**config.mk**
```make
export PLATFORM = sky130hd
export DESIGN_NAME = lfu_cache_table
export DESIGN_NICKNAME = d
export VERILOG_FILES = /design/src/rtl/lfu_pkg.sv /design/src/rtl/lfu_ctrl.sv /design/src/rtl/lfu_dp.sv /design/src/rtl/lfu_cache_table.sv
export SDC_FILE = /design/constraint.sdc
export NUM_CORES = 2
export LEC_CHECK = 0
export ABC_AREA = 1
export BUFFER_PORTS_ARGS = -buffer_cell sky130_fd_sc_hd__buf_2
export CAP_MARGIN = 5
export CORE_AREA = 2 2 422 340
export DETAILED_ROUTE_END_ITERATION = 8
export DIE_AREA = 0 0 424 342
export GPL_ROUTABILITY_DRIVEN = 0
export PLACE_DENSITY = 0.66
export SYNTH_ARGS = -nofsm -noshare
export SYNTH_HDL_FRONTEND = slang
export SYNTH_SLANG_ARGS = --single-unit
```
**constraint.sdc**
```tcl
create_clock -name clk -period 6.6 [get_ports clk]
set_input_delay 0.99 -clock clk [delete_from_list [all_inputs] [get_ports clk]]
set_output_delay 0.99 -clock clk [all_outputs]
set_load 0.01 [all_outputs]
```
**src/rtl/lfu_pkg.sv**
```systemverilog
// Shared types and constants for the LFU key/value table.
// Used by lfu_ctrl, lfu_dp and lfu_cache_table; no dependencies.
package lfu_pkg;

	localparam int DATA_W = 32;
	localparam int CAP_W  = 5;

	localparam logic [CAP_W-1:0] CAP_RESET = 5'd16;

	localparam logic FUNC_GET = 1'b0;
	localparam logic FUNC_PUT = 1'b1;

	// controller -> datapath
	typedef struct packed {
		logic load;    // capture request, clear scan results
		logic scan;    // read one entry and advance the scan address
		logic update;  // commit the table change and register the result
	} cmd_t;

	// datapath -> controller
	typedef struct packed {
		logic scan_last;
	} stat_t;

endpackage

```
**src/rtl/lfu_ctrl.sv**
```systemverilog
// Sequencer for the LFU table: idle, entry scan, drain, update.
// Depends on lfu_pkg (cmd_t, stat_t).
module lfu_ctrl (
	input  logic           clk,
	input  logic           arst_n,
	input  logic           start,
	input  lfu_pkg::stat_t stat,
	output lfu_pkg::cmd_t  cmd,
	output logic           busy
);
	import lfu_pkg::*;

	localparam logic [1:0] S_IDLE = 2'd0;
	localparam logic [1:0] S_SCAN = 2'd1;
	localparam logic [1:0] S_LAST = 2'd2;
	localparam logic [1:0] S_UPD  = 2'd3;

	logic [1:0] state_q;
	logic [1:0] state_nxt;

	always_comb begin
		state_nxt = state_q;
		unique case (state_q)
			S_IDLE: if (start) state_nxt = S_SCAN;
			S_SCAN: if (stat.scan_last) state_nxt = S_LAST;
			S_LAST: state_nxt = S_UPD;
			S_UPD:  state_nxt = S_IDLE;
			default: state_nxt = S_IDLE;
		endcase
	end

	always_ff @(posedge clk or negedge arst_n) begin
		if (!arst_n) begin
			state_q <= S_IDLE;
		end else begin
			state_q <= state_nxt;
		end
	end

	assign busy       = (state_q != S_IDLE);
	assign cmd.load   = (state_q == S_IDLE) && start;
	assign cmd.scan   = (state_q == S_SCAN);
	assign cmd.update = (state_q == S_UPD);

endmodule

```
**src/rtl/lfu_dp.sv**
```systemverilog
// Datapath of the LFU table: entry memory, recency ranks, scan accumulators,
// update logic, capacity register and result registers. Depends on lfu_pkg.
module lfu_dp #(
	parameter int ENTRIES    = 16,
	parameter int COUNT_BITS = 16
) (
	input  logic                          clk,
	input  logic                          arst_n,
	input  lfu_pkg::cmd_t                 cmd,
	output lfu_pkg::stat_t                stat,
	input  logic                          cfg_wr,
	input  logic [lfu_pkg::CAP_W-1:0]     cfg_data,
	input  logic                          func,
	input  logic signed [lfu_pkg::DATA_W-1:0] key,
	input  logic signed [lfu_pkg::DATA_W-1:0] value,
	output logic                          done,
	output logic                          hit,
	output logic signed [lfu_pkg::DATA_W-1:0] read_value,
	output logic                          evicted,
	output logic signed [lfu_pkg::DATA_W-1:0] evicted_key
);
	import lfu_pkg::*;

	localparam int IDX_W  = (ENTRIES > 1) ? $clog2(ENTRIES) : 1;
	localparam int FILL_W = $clog2(ENTRIES + 1);
	localparam int WORD_W = 2 * DATA_W + COUNT_BITS;

	// entry word: {key, value, use count}
	logic [WORD_W-1:0]     mem [ENTRIES];
	logic [IDX_W-1:0]      age_q [ENTRIES];
	logic [ENTRIES-1:0]    valid_q;
	logic [FILL_W-1:0]     fill_q;
	logic [CAP_W-1:0]      cap_q;

	logic [IDX_W-1:0]      addr_q;
	logic                  func_q;
	logic [DATA_W-1:0]     key_q;
	logic [DATA_W-1:0]     val_q;

	// scan read stage
	logic                  rd_s1;
	logic [WORD_W-1:0]     word_s1;
	logic                  vld_s1;
	logic [IDX_W-1:0]      age_s1;
	logic [IDX_W-1:0]      idx_s1;

	// scan results
	logic                  hit_q;
	logic [IDX_W-1:0]      hidx_q;
	logic [DATA_W-1:0]     hval_q;
	logic [COUNT_BITS-1:0] hcnt_q;
	logic [IDX_W-1:0]      hage_q;
	logic                  vfound_q;
	logic [IDX_W-1:0]      vidx_q;
	logic [DATA_W-1:0]     vkey_q;
	logic [COUNT_BITS-1:0] vcnt_q;
	logic [IDX_W-1:0]      vage_q;
	logic                  ffound_q;
	logic [IDX_W-1:0]      fidx_q;

	logic [DATA_W-1:0]     key_s1;
	logic [DATA_W-1:0]     val_s1;
	logic [COUNT_BITS-1:0] cnt_s1;
	logic                  match_s1;
	logic                  better_s1;

	logic                  is_put;
	logic                  cap_nz;
	logic                  full;
	logic                  do_touch;
	logic                  do_ins;
	logic                  do_ev;
	logic [IDX_W-1:0]      ins_idx;
	logic [COUNT_BITS-1:0] cnt_inc;

	assign key_s1 = word_s1[WORD_W-1 -: DATA_W];
	assign val_s1 = word_s1[COUNT_BITS +: DATA_W];
	assign cnt_s1 = word_s1[COUNT_BITS-1:0];

	assign match_s1  = rd_s1 && vld_s1 && (key_s1 == key_q);
	// smaller count wins, older rank breaks a tie
	assign better_s1 = !vfound_q || (cnt_s1 < vcnt_q) ||
		((cnt_s1 == vcnt_q) && (age_s1 > vage_q));

	assign stat.scan_last = (addr_q == IDX_W'(ENTRIES - 1));

	assign is_put   = (func_q == FUNC_PUT);
	assign cap_nz   = (cap_q != '0);
	assign full     = (32'(fill_q) >= 32'(cap_q)) || (32'(fill_q) >= 32'(ENTRIES));
	assign do_touch = hit_q && (!is_put || cap_nz);
	assign do_ins   = is_put && cap_nz && !hit_q;
	assign do_ev    = do_ins && full && vfound_q;
	assign cnt_inc  = (hcnt_q == '1) ? hcnt_q : hcnt_q + COUNT_BITS'(1);

	always_comb begin
		if (do_ev && !(ffound_q && (fidx_q < vidx_q))) begin
			ins_idx = vidx_q;
		end else begin
			ins_idx = fidx_q;
		end
	end

	always_ff @(posedge clk or negedge arst_n) begin
		if (!arst_n) begin
			cap_q <= CAP_RESET;
		end else if (cfg_wr) begin
			cap_q <= cfg_data;
		end
	end

	// request capture and scan address
	always_ff @(posedge clk or negedge arst_n) begin
		if (!arst_n) begin
			addr_q <= '0;
			rd_s1  <= 1'b0;
		end else begin
			rd_s1 <= cmd.scan;
			if (cmd.load) begin
				addr_q <= '0;
			end else if (cmd.scan && !stat.scan_last) begin
				addr_q <= addr_q + IDX_W'(1);
			end
		end
	end

	always_ff @(posedge clk) begin
		if (cmd.load) begin
			func_q <= func;
			key_q  <= key;
			val_q  <= value;
		end
	end

	// entry memory: one read during the scan, one write at update
	always_ff @(posedge clk) begin
		if (cmd.scan) begin
			word_s1 <= mem[addr_q];
			vld_s1  <= valid_q[addr_q];
			age_s1  <= age_q[addr_q];
			idx_s1  <= addr_q;
		end
		if (cmd.update && do_touch) begin
			mem[hidx_q] <= {key_q, (is_put ? val_q : hval_q), cnt_inc};
		end else if (cmd.update && do_ins) begin
			mem[ins_idx] <= {key_q, val_q, COUNT_BITS'(1)};
		end
	end

	// scan accumulators
	always_ff @(posedge clk or negedge arst_n) begin
		if (!arst_n) begin
			hit_q    <= 1'b0;
			vfound_q <= 1'b0;
			ffound_q <= 1'b0;
		end else if (cmd.load) begin
			hit_q    <= 1'b0;
			vfound_q <= 1'b0;
			ffound_q <= 1'b0;
		end else if (rd_s1) begin
			if (match_s1) begin
				hit_q <= 1'b1;
			end
			if (vld_s1 && better_s1) begin
				vfound_q <= 1'b1;
			end
			if (!vld_s1) begin
				ffound_q <= 1'b1;
			end
		end
	end

	always_ff @(posedge clk) begin
		if (match_s1) begin
			hidx_q <= idx_s1;
			hval_q <= val_s1;
			hcnt_q <= cnt_s1;
			hage_q <= age_s1;
		end
		if (rd_s1 && vld_s1 && better_s1) begin
			vidx_q <= idx_s1;
			vkey_q <= key_s1;
			vcnt_q <= cnt_s1;
			vage_q <= age_s1;
		end
		if (rd_s1 && !vld_s1 && !ffound_q) begin
			fidx_q <= idx_s1;
		end
	end

	// recency ranks: each entry updates its own rank
	always_ff @(posedge clk) begin
		for (int i = 0; i < ENTRIES; i++) begin
			if (cmd.update && do_touch) begin
				if (IDX_W'(i) == hidx_q) begin
					age_q[i] <= '0;
				end else if (valid_q[i] && (age_q[i] < hage_q)) begin
					age_q[i] <= age_q[i] + IDX_W'(1);
				end
			end else if (cmd.update && do_ins) begin
				if (IDX_W'(i) == ins_idx) begin
					age_q[i] <= '0;
				end else if (valid_q[i]) begin
					if (do_ev && (age_q[i] > vage_q)) begin
						age_q[i] <= age_q[i];
					end else begin
						age_q[i] <= age_q[i] + IDX_W'(1);
					end
				end
			end
		end
	end

	always_ff @(posedge clk or negedge arst_n) begin
		if (!arst_n) begin
			valid_q <= '0;
			fill_q  <= '0;
		end else if (cmd.update && do_ins) begin
			for (int i = 0; i < ENTRIES; i++) begin
				if (IDX_W'(i) == ins_idx) begin
					valid_q[i] <= 1'b1;
				end else if (do_ev && (IDX_W'(i) == vidx_q)) begin
					valid_q[i] <= 1'b0;
				end
			end
			if (!do_ev) begin
				fill_q <= fill_q + FILL_W'(1);
			end
		end
	end

	// result registers: zero outside the strobe cycle
	always_ff @(posedge clk or negedge arst_n) begin
		if (!arst_n) begin
			done    <= 1'b0;
			hit     <= 1'b0;
			evicted <= 1'b0;
		end else begin
			done    <= cmd.update;
			hit     <= cmd.update && do_touch;
			evicted <= cmd.update && do_ev;
		end
	end

	always_ff @(posedge clk) begin
		read_value  <= (cmd.update && do_touch && !is_put) ? hval_q : '0;
		evicted_key <= (cmd.update && do_ev) ? vkey_q : '0;
	end

endmodule

```
**src/rtl/lfu_cache_table.sv**
```systemverilog
// Top level of the LFU key/value table with least-recent tie break.
// Instantiates lfu_ctrl and lfu_dp; depends on lfu_pkg.
//
// Usage:
//   Request: drive func/key/value with start; the request transfers at a
//   clock edge where start is high and busy is low. func 0 is a get, 1 a put.
//   Result: done pulses for one cycle with hit, read_value, evicted and
//   evicted_key; the receiver must take it in that cycle, it cannot stall.
//   Outside the done cycle the result ports read zero.
//   Capacity: cfg_ready is always high; a transfer on cfg_valid writes
//   cfg_data into the capacity register (values above ENTRIES act as
//   ENTRIES, zero turns puts into no-ops). Write it only while idle.
// Timing:
//   Each request scans the entry memory one entry per cycle, so busy stays
//   high through the scan, drain and update states; done rises in the
//   first cycle with busy low. A new request can transfer in the done cycle.
// Reset:
//   arst_n clears the table to empty and sets capacity to 16. No clearing
//   pass is needed; valid bits are flops.
module lfu_cache_table #(
	parameter int ENTRIES    = 16,
	parameter int COUNT_BITS = 16
) (
	input  logic                              clk,
	input  logic                              arst_n,
	input  logic                              start,
	output logic                              busy,
	input  logic                              func,
	input  logic signed [lfu_pkg::DATA_W-1:0] key,
	input  logic signed [lfu_pkg::DATA_W-1:0] value,
	output logic                              done,
	output logic                              hit,
	output logic signed [lfu_pkg::DATA_W-1:0] read_value,
	output logic                              evicted,
	output logic signed [lfu_pkg::DATA_W-1:0] evicted_key,
	input  logic                              cfg_valid,
	output logic                              cfg_ready,
	input  logic [lfu_pkg::CAP_W-1:0]         cfg_data
);
	import lfu_pkg::*;

	cmd_t  cmd;
	stat_t stat;

	assign cfg_ready = 1'b1;

	lfu_ctrl u_ctrl (
		.clk    (clk),
		.arst_n (arst_n),
		.start  (start),
		.stat   (stat),
		.cmd    (cmd),
		.busy   (busy)
	);

	lfu_dp #(
		.ENTRIES    (ENTRIES),
		.COUNT_BITS (COUNT_BITS)
	) u_dp (
		.clk         (clk),
		.arst_n      (arst_n),
		.cmd         (cmd),
		.stat        (stat),
		.cfg_wr      (cfg_valid && cfg_ready),
		.cfg_data    (cfg_data),
		.func        (func),
		.key         (key),
		.value       (value),
		.done        (done),
		.hit         (hit),
		.read_value  (read_value),
		.evicted     (evicted),
		.evicted_key (evicted_key)
	);

	a_start_busy: assert property (@(posedge clk) disable iff (!arst_n)
		start && !busy |=> busy)
		else $error("accepted request did not raise busy");

	a_done_after_busy: assert property (@(posedge clk) disable iff (!arst_n)
		done |-> $past(busy) && !$past(done))
		else $error("result strobe without a request in flight");

	a_flags_in_strobe: assert property (@(posedge clk) disable iff (!arst_n)
		!done |-> !hit && !evicted)
		else $error("result flags outside the strobe cycle");

	a_evict_no_hit: assert property (@(posedge clk) disable iff (!arst_n)
		evicted |-> !hit)
		else $error("eviction on a hit");

endmodule
```
# == Yosys cells after proc, flatten, opt, wreduce, memory -nomap -nowiden ==
# Memories as Yosys holds them, arrays and structs flattened. A register that Yosys moved wholly into a read port is not among the register bits.
# Cells that the tools add are included.
# word_totals
in_bits,74
mem_bits_rw,1344
elab_cells,840
mem_count,2
out_inout_bits,69
ff_bits,289
# memory_table
memory,words,width,rd,rd_ports_with_merged_regs,wr,line,rtl
u_dp.mem,16,80,1,1,1,lfu_dp.sv:29,logic [WORD_W-1:0] mem [ENTRIES];
u_dp.age_q,16,4,17,1,16,lfu_dp.sv:30,logic [IDX_W-1:0] age_q [ENTRIES];
# classes
magnitude_cmp,38
muxes,491
bitwise,65
eq_ne,55
addsub,19
reduce_logical,127
# ops
cell,count
2-to-1 mux 1 bit,416
2-to-1 mux 4 bit,68
"== test 4 bit, first input constant",24
2-to-1 mux 80 bit,1
OR reduction 80 bit,1
"adder 4 x 1 -> 4 bit, second input constant",17
greater-than comparator 4 bit,17
logical AND 1 bit,68
less-than comparator 4 bit,17
OR 1 bit,64
"== test 3 x 4 -> 1 bit, first input constant",12
AND reduction 2 bit,21
nonzero test 2 bit,21
== test 32 bit,1
2-to-1 mux 32 bit,1
"== test 2 x 4 -> 1 bit, first input constant",6
"adder 16 x 1 -> 16 bit, second input constant",1
== test 16 bit,1
"== test 16 bit, second input constant",1
less-than comparator 16 bit,1
2-to-1 mux 16 bit,1
"== test 1 x 4 -> 1 bit, first input constant",3
logical NOT 4 bit,3
one-hot mux 2 bit (4 select lines),1
15 further kinds,28

# == Logic depth before layout (Yosys ltp) ==
# logic_depth
ltp_word,15
ltp_mapped,18
ltp_nobuf,17

# == Modules after synthesis ==
# Synthesis repeated with hierarchy kept, for this count alone.
# unflattened
hier_cells,5566
area_unflattened_um2,70627.7
# modules_own_cells
mod,cells_each,area_per_inst_um2,n_inst
lfu_dp,5538,70425.0,1
lfu_ctrl,26,191.4,1
lfu_cache_table,2,11.3,1

# == Worst setup path after synthesis ==
# Ideal clock, no wire load.
# synth_timing
kind,reg-to-reg
startpoint,register u_dp.cap_q[4]
endpoint,memory u_dp.mem[0][0] (netlist bit) (enable)
required_ns,6.081
setup_time_ns,0.519
period_less_slack_ns,5.866
stages_incl_launch_ff,17
n_path_buf,1
arrival_time_ns,5.348
slack_ns,0.734
path_cell_list,dfstp_2 -> inv_1 -> ha_1 -> nand2_1 -> inv_1 -> nand2_1 -> nand2_1 -> nor2_1 -> nor2_4 -> nand3_4 -> buf_6 -> nand2_1 -> o21ai_2 -> nand2_1 -> o21ai_2 -> nand3_1 -> nor2_1
# synth_via
elab_chain_cells,9
elab_cells_between_ends,21
classes_between,order compare: 1; mux: 8; reduce/logical: 12
# synth_lines
item,line,rtl
from (decl),lfu_dp.sv:33,logic [CAP_W-1:0] cap_q;
from (signal assigned),lfu_dp.sv:107,cap_q <= cfg_data;
nonzero test 5 bit,lfu_dp.sv:88,assign cap_nz = (cap_q != '0);
logical AND 1 bit (2 in a row),lfu_dp.sv:91,assign do_ins = is_put && cap_nz && !hit_q;
logical AND 1 bit,lfu_dp.sv:144,end else if (cmd.update && do_ins) begin
2-to-1 mux 1 bit,lfu_dp.sv:144,
2-to-1 mux 1 bit,lfu_dp.sv:142,if (cmd.update && do_touch) begin
2-to-1 mux 1 bit (implied by the code),lfu_dp.sv:145,"mem[ins_idx] <= {key_q, val_q, COUNT_BITS'(1)};"
OR reduction 80 bit (no line),--,
2-to-1 mux 4 bit (no line) or 2-to-1 mux 1 bit (tied branches),--,
to (decl),lfu_dp.sv:29,
# Parallel ways exist; a longest one is shown, timed or not.

# == Final worst setup path ==
# layout_timing
startpoint,register u_dp.func_q
endpoint,memory u_dp.mem[2][73] (netlist bit) (enable)
# layout_via
elab_chain_cells,8
elab_cells_between_ends,19
classes_between,mux: 8; reduce/logical: 11
# layout_lines
item,line,rtl
from (decl),lfu_dp.sv:36,logic func_q;
from (signal assigned),lfu_dp.sv:128,func_q <= func;
logical AND 1 bit or logical NOT 1 bit (tied branches),"lfu_dp.sv:91, lfu_dp.sv:90",
logical AND 1 bit or logical OR 1 bit (tied branches),"lfu_dp.sv:91, lfu_dp.sv:90",
logical AND 1 bit (on tied branches),"lfu_dp.sv:144, lfu_dp.sv:90",
2-to-1 mux 1 bit or logical AND 1 bit (tied branches),"lfu_dp.sv:144, lfu_dp.sv:142",
2-to-1 mux 1 bit,lfu_dp.sv:142,
2-to-1 mux 1 bit (implied by the code),lfu_dp.sv:145,
OR reduction 80 bit (no line),--,
2-to-1 mux 4 bit (no line) or 2-to-1 mux 1 bit (tied branches),--,
# Parallel ways exist; a longest one is shown, timed or not.

==> out/summary.txt <==
status: completed
share of layout cells above drive strength 1: 9.92%
Tcrit/Tclk final: 73.1%
first-pass GRT wire length: 270 mm
Max clock buf depth: 3
Post-Synthesis Cells: 5368
dpl hpwl: 96.0 mm
Rows: 124
Yosys top cell area share: 69.3%
DRC: 0
Worst Reg2Reg Path Length in Cells: 7
WL final: 179 mm
die footprint: 145000 um2
commonest non-fill, non-tap cell in the layout: edfxtp_1
Reg area: 50700 um2
antenna viol nets, final: 0
Fin Setup TNS: 0 ns
Worst R2R Start: u_dp.func_q$_DFFE_PP_
Vias: 44.8k
footprint of the multi-input gates: 17200 um2
# clock sinks: 1717
Hold Path Class: in2async
Util after Layout: 55.1%
Root Buffer: clkbuf_16
Syn Nets: 5606
clock buffer count from CTS: 165
CP startpoint kind: register
commonest cells after routing, fill and taps aside: edfxtp_1, nor2_1, o21ai_0, nand2_1, o221ai_1
synthesized area: 70000 um2
critical path class: reg2reg
post-CTS setup buffer count: 0
Final Setup Violations: 0
MaxCap Viol Count: 0
GRT Total Usage: 24.4%
Yosys warnings: 0
post-cts repair resize count: 0
CP required: 7.02 ns
fill cell count: 11.4k
Pleak: 26.7 nW
largest net degree at the start of global routing: 226
Critical Path Fanout Max: 37
Initial DRC Count: 5296
P&R area growth vs syn: 11.5%
arrival time at the worst endpoint: 5.25 ns
Power Density: 410 nW/um2
initial antenna violation count: 1
Post-synth EDFFs: 1614
synthesized area per cell: 13.0 um2
synth top area cells: edfxtp_1, o21ai_0, nor2_1
Final min period: 4.83 ns
synthesized flop and latch total: 1717
H-tree depth: 4
Final Hold Vio Count: 0
crit path capture type: register
first-pass detailed-route iteration total: 6
Core Area: 141000 um2
vias per cell: 5.98
post-synth top area cell: edfxtp_1
Post-synth top flop: edfxtp_1
hold buffer count at cts: 0
number of global-route vias before repair: 42.8k
Slew headroom: 19.7%
die height: 342 um
reg2reg end: u_dp.mem[2][73]$_DFFE_PP_
I/O pin cnt: 143
Netlist cell types: 47
ys async rst share: 2.27%
Worst-path clk slew: 0.06 ns
post-detailed-route wirelength per cell: 23.9 um
Worst-Skew Late Latency: 0.81 ns
CTS tree: done
Initial Util: 49.4%
Layout Nets: 5693
register area share after synthesis: 72.5%
Worst-Margin Slew: 1.20 ns
Peak Freq: 207 MHz
gr ovfl total: 0
Die W: 424 um
Max Slew Vio Count: 0
VDD IR-drop max: 0.405 mV
unrepaired setup endpoints after global routing: false
clk_skew: 0.0366 ns
r2r setup slk: 1.77 ns
Port Buf Inserts: 141
[Yosys cell counts, types with 16 or more instances]
master and count:
xor2_1 35, clkbuf_1 269, edfxtp_1 1614, o221ai_1 271
a21oi_1 144, o211ai_1 62, ha_1 164, o21ai_1 26
o22ai_1 61, buf_2 25, nand2_1 342, nand3_1 189
xnor2_1 24, nor4_1 16, dfrtp_1 38, nand3_2 17
dfxtp_1 64, o21ai_0 786, nor2_1 825, nand4_1 30
inv_1 241, nor3_1 26
[power breakdown]
| part | internal, W | total [W] | switching, W | leakage, nW |
|---|---|---|---|---|
| Combinational | 0.00239 | 0.00854 | 0.00615 | 8.56 |
| Sequential | 0.0134 | 0.0143 | 0.000908 | 15.6 |
| Clock | 0.00504 | 0.00914 | 0.00410 | 2.53 |
[stage by stage]
stage               hold slack (ns)  cell area [um2]  cells  setup WS, ns  total power [W]
finish                        0.319            78000   7487          1.77           0.0320
global route                  0.314            78000   7485          1.49           0.0336
CTS                           0.289            78000   7482          1.80           0.0321
detailed placement            0.405            72800   7175          1.86           0.0230
global placement              0.401            72800   7175          1.88           0.0228
floorplan                     0.400            70000   5368         0.734           0.0199
[cell families after synthesis]
family / Yosys count / share of synthesized area (%)
DFF: 1717 / 72.5
and+or+nand+nor: 1481 / 8.89
AOI/OAI and AO/OA: 1385 / 11.8
buffers and inverters: 560 / 3.08
adders and majority gates: 164 / 2.93
xor gates and xnor gates: 59 / 0.739
other: 1 / 0.00536
muxes: 1 / 0.0161
[flip-flops by register name, indices dropped and copies added, names as in the netlist, 2 cells and up]
register	cells
u_dp.mem	1280
u_dp.word_s1	80
u_dp.age_q	64
u_dp.evicted_key	32
u_dp.hval_q	32
u_dp.key_q	32
u_dp.read_value	32
u_dp.val_q	32
u_dp.vkey_q	32
u_dp.hcnt_q	16
u_dp.valid_q	16
u_dp.vcnt_q	16
u_dp.cap_q	5
u_dp.fill_q	5
u_dp.addr_q	4
u_dp.age_s1	4
u_dp.fidx_q	4
u_dp.hage_q	4
u_dp.hidx_q	4
u_dp.idx_s1	4
u_dp.vage_q	4
u_dp.vidx_q	4
u_ctrl.state_q	2
[layout make-up]
cell class,count,area share [%]
Antenna cell,2,0.00642
Tap cell,1890,3.03
Multi-Input combinational cell,3091,22.1
Inverter,250,1.23
Sequential cell,1717,65.0
Clock inverter,96,1.04
Clock buffer,211,5.60
Timing Repair Buffer,230,1.94
[how the worst max path moves through the flow]
stage	start	end	slack [ns]	cells after the start
2_1_floorplan	u_dp.cap_q[4]$_DFFE_PN1P_	u_dp.mem[0][0]$_DFFE_PP_	0.73	16
3_3_place_gp	u_dp.func_q$_DFFE_PP_	u_dp.mem[2][50]$_DFFE_PP_	1.88	9
3_5_place_dp	u_dp.func_q$_DFFE_PP_	u_dp.mem[2][71]$_DFFE_PP_	1.86	7
4_1_cts	u_dp.func_q$_DFFE_PP_	u_dp.mem[2][64]$_DFFE_PP_	1.80	7
5_1_grt	u_dp.func_q$_DFFE_PP_	u_dp.mem[2][66]$_DFFE_PP_	1.49	9
6_report	u_dp.func_q$_DFFE_PP_	u_dp.mem[2][73]$_DFFE_PP_	1.77	7
[critical path, cell delays in order (launching register included)]
cell	delay (ns)
edfxtp_1	0.72
nand3_1	0.35
nor2_4	0.78
inv_1	0.56
o21ai_1	0.31
nand2_1	0.27
nor2_4	0.74
buf_4	0.66
[per-layer routing]
| metal | vias to the layer above | routed length (um) | track usage (%) |
|---|---|---|---|
| met2 | 2005 | 82100 | 38.1 |
| met1 | 22400 | 78200 | 36.0 |
| met4 | 0 | 3610 | 5.88 |
| met5 | - | 0 | 0 |
| li1 | 20200 | - | - |
| met3 | 248 | 15000 | 4.07 |
Note: power is estimated with default switching activity, not from simulation.
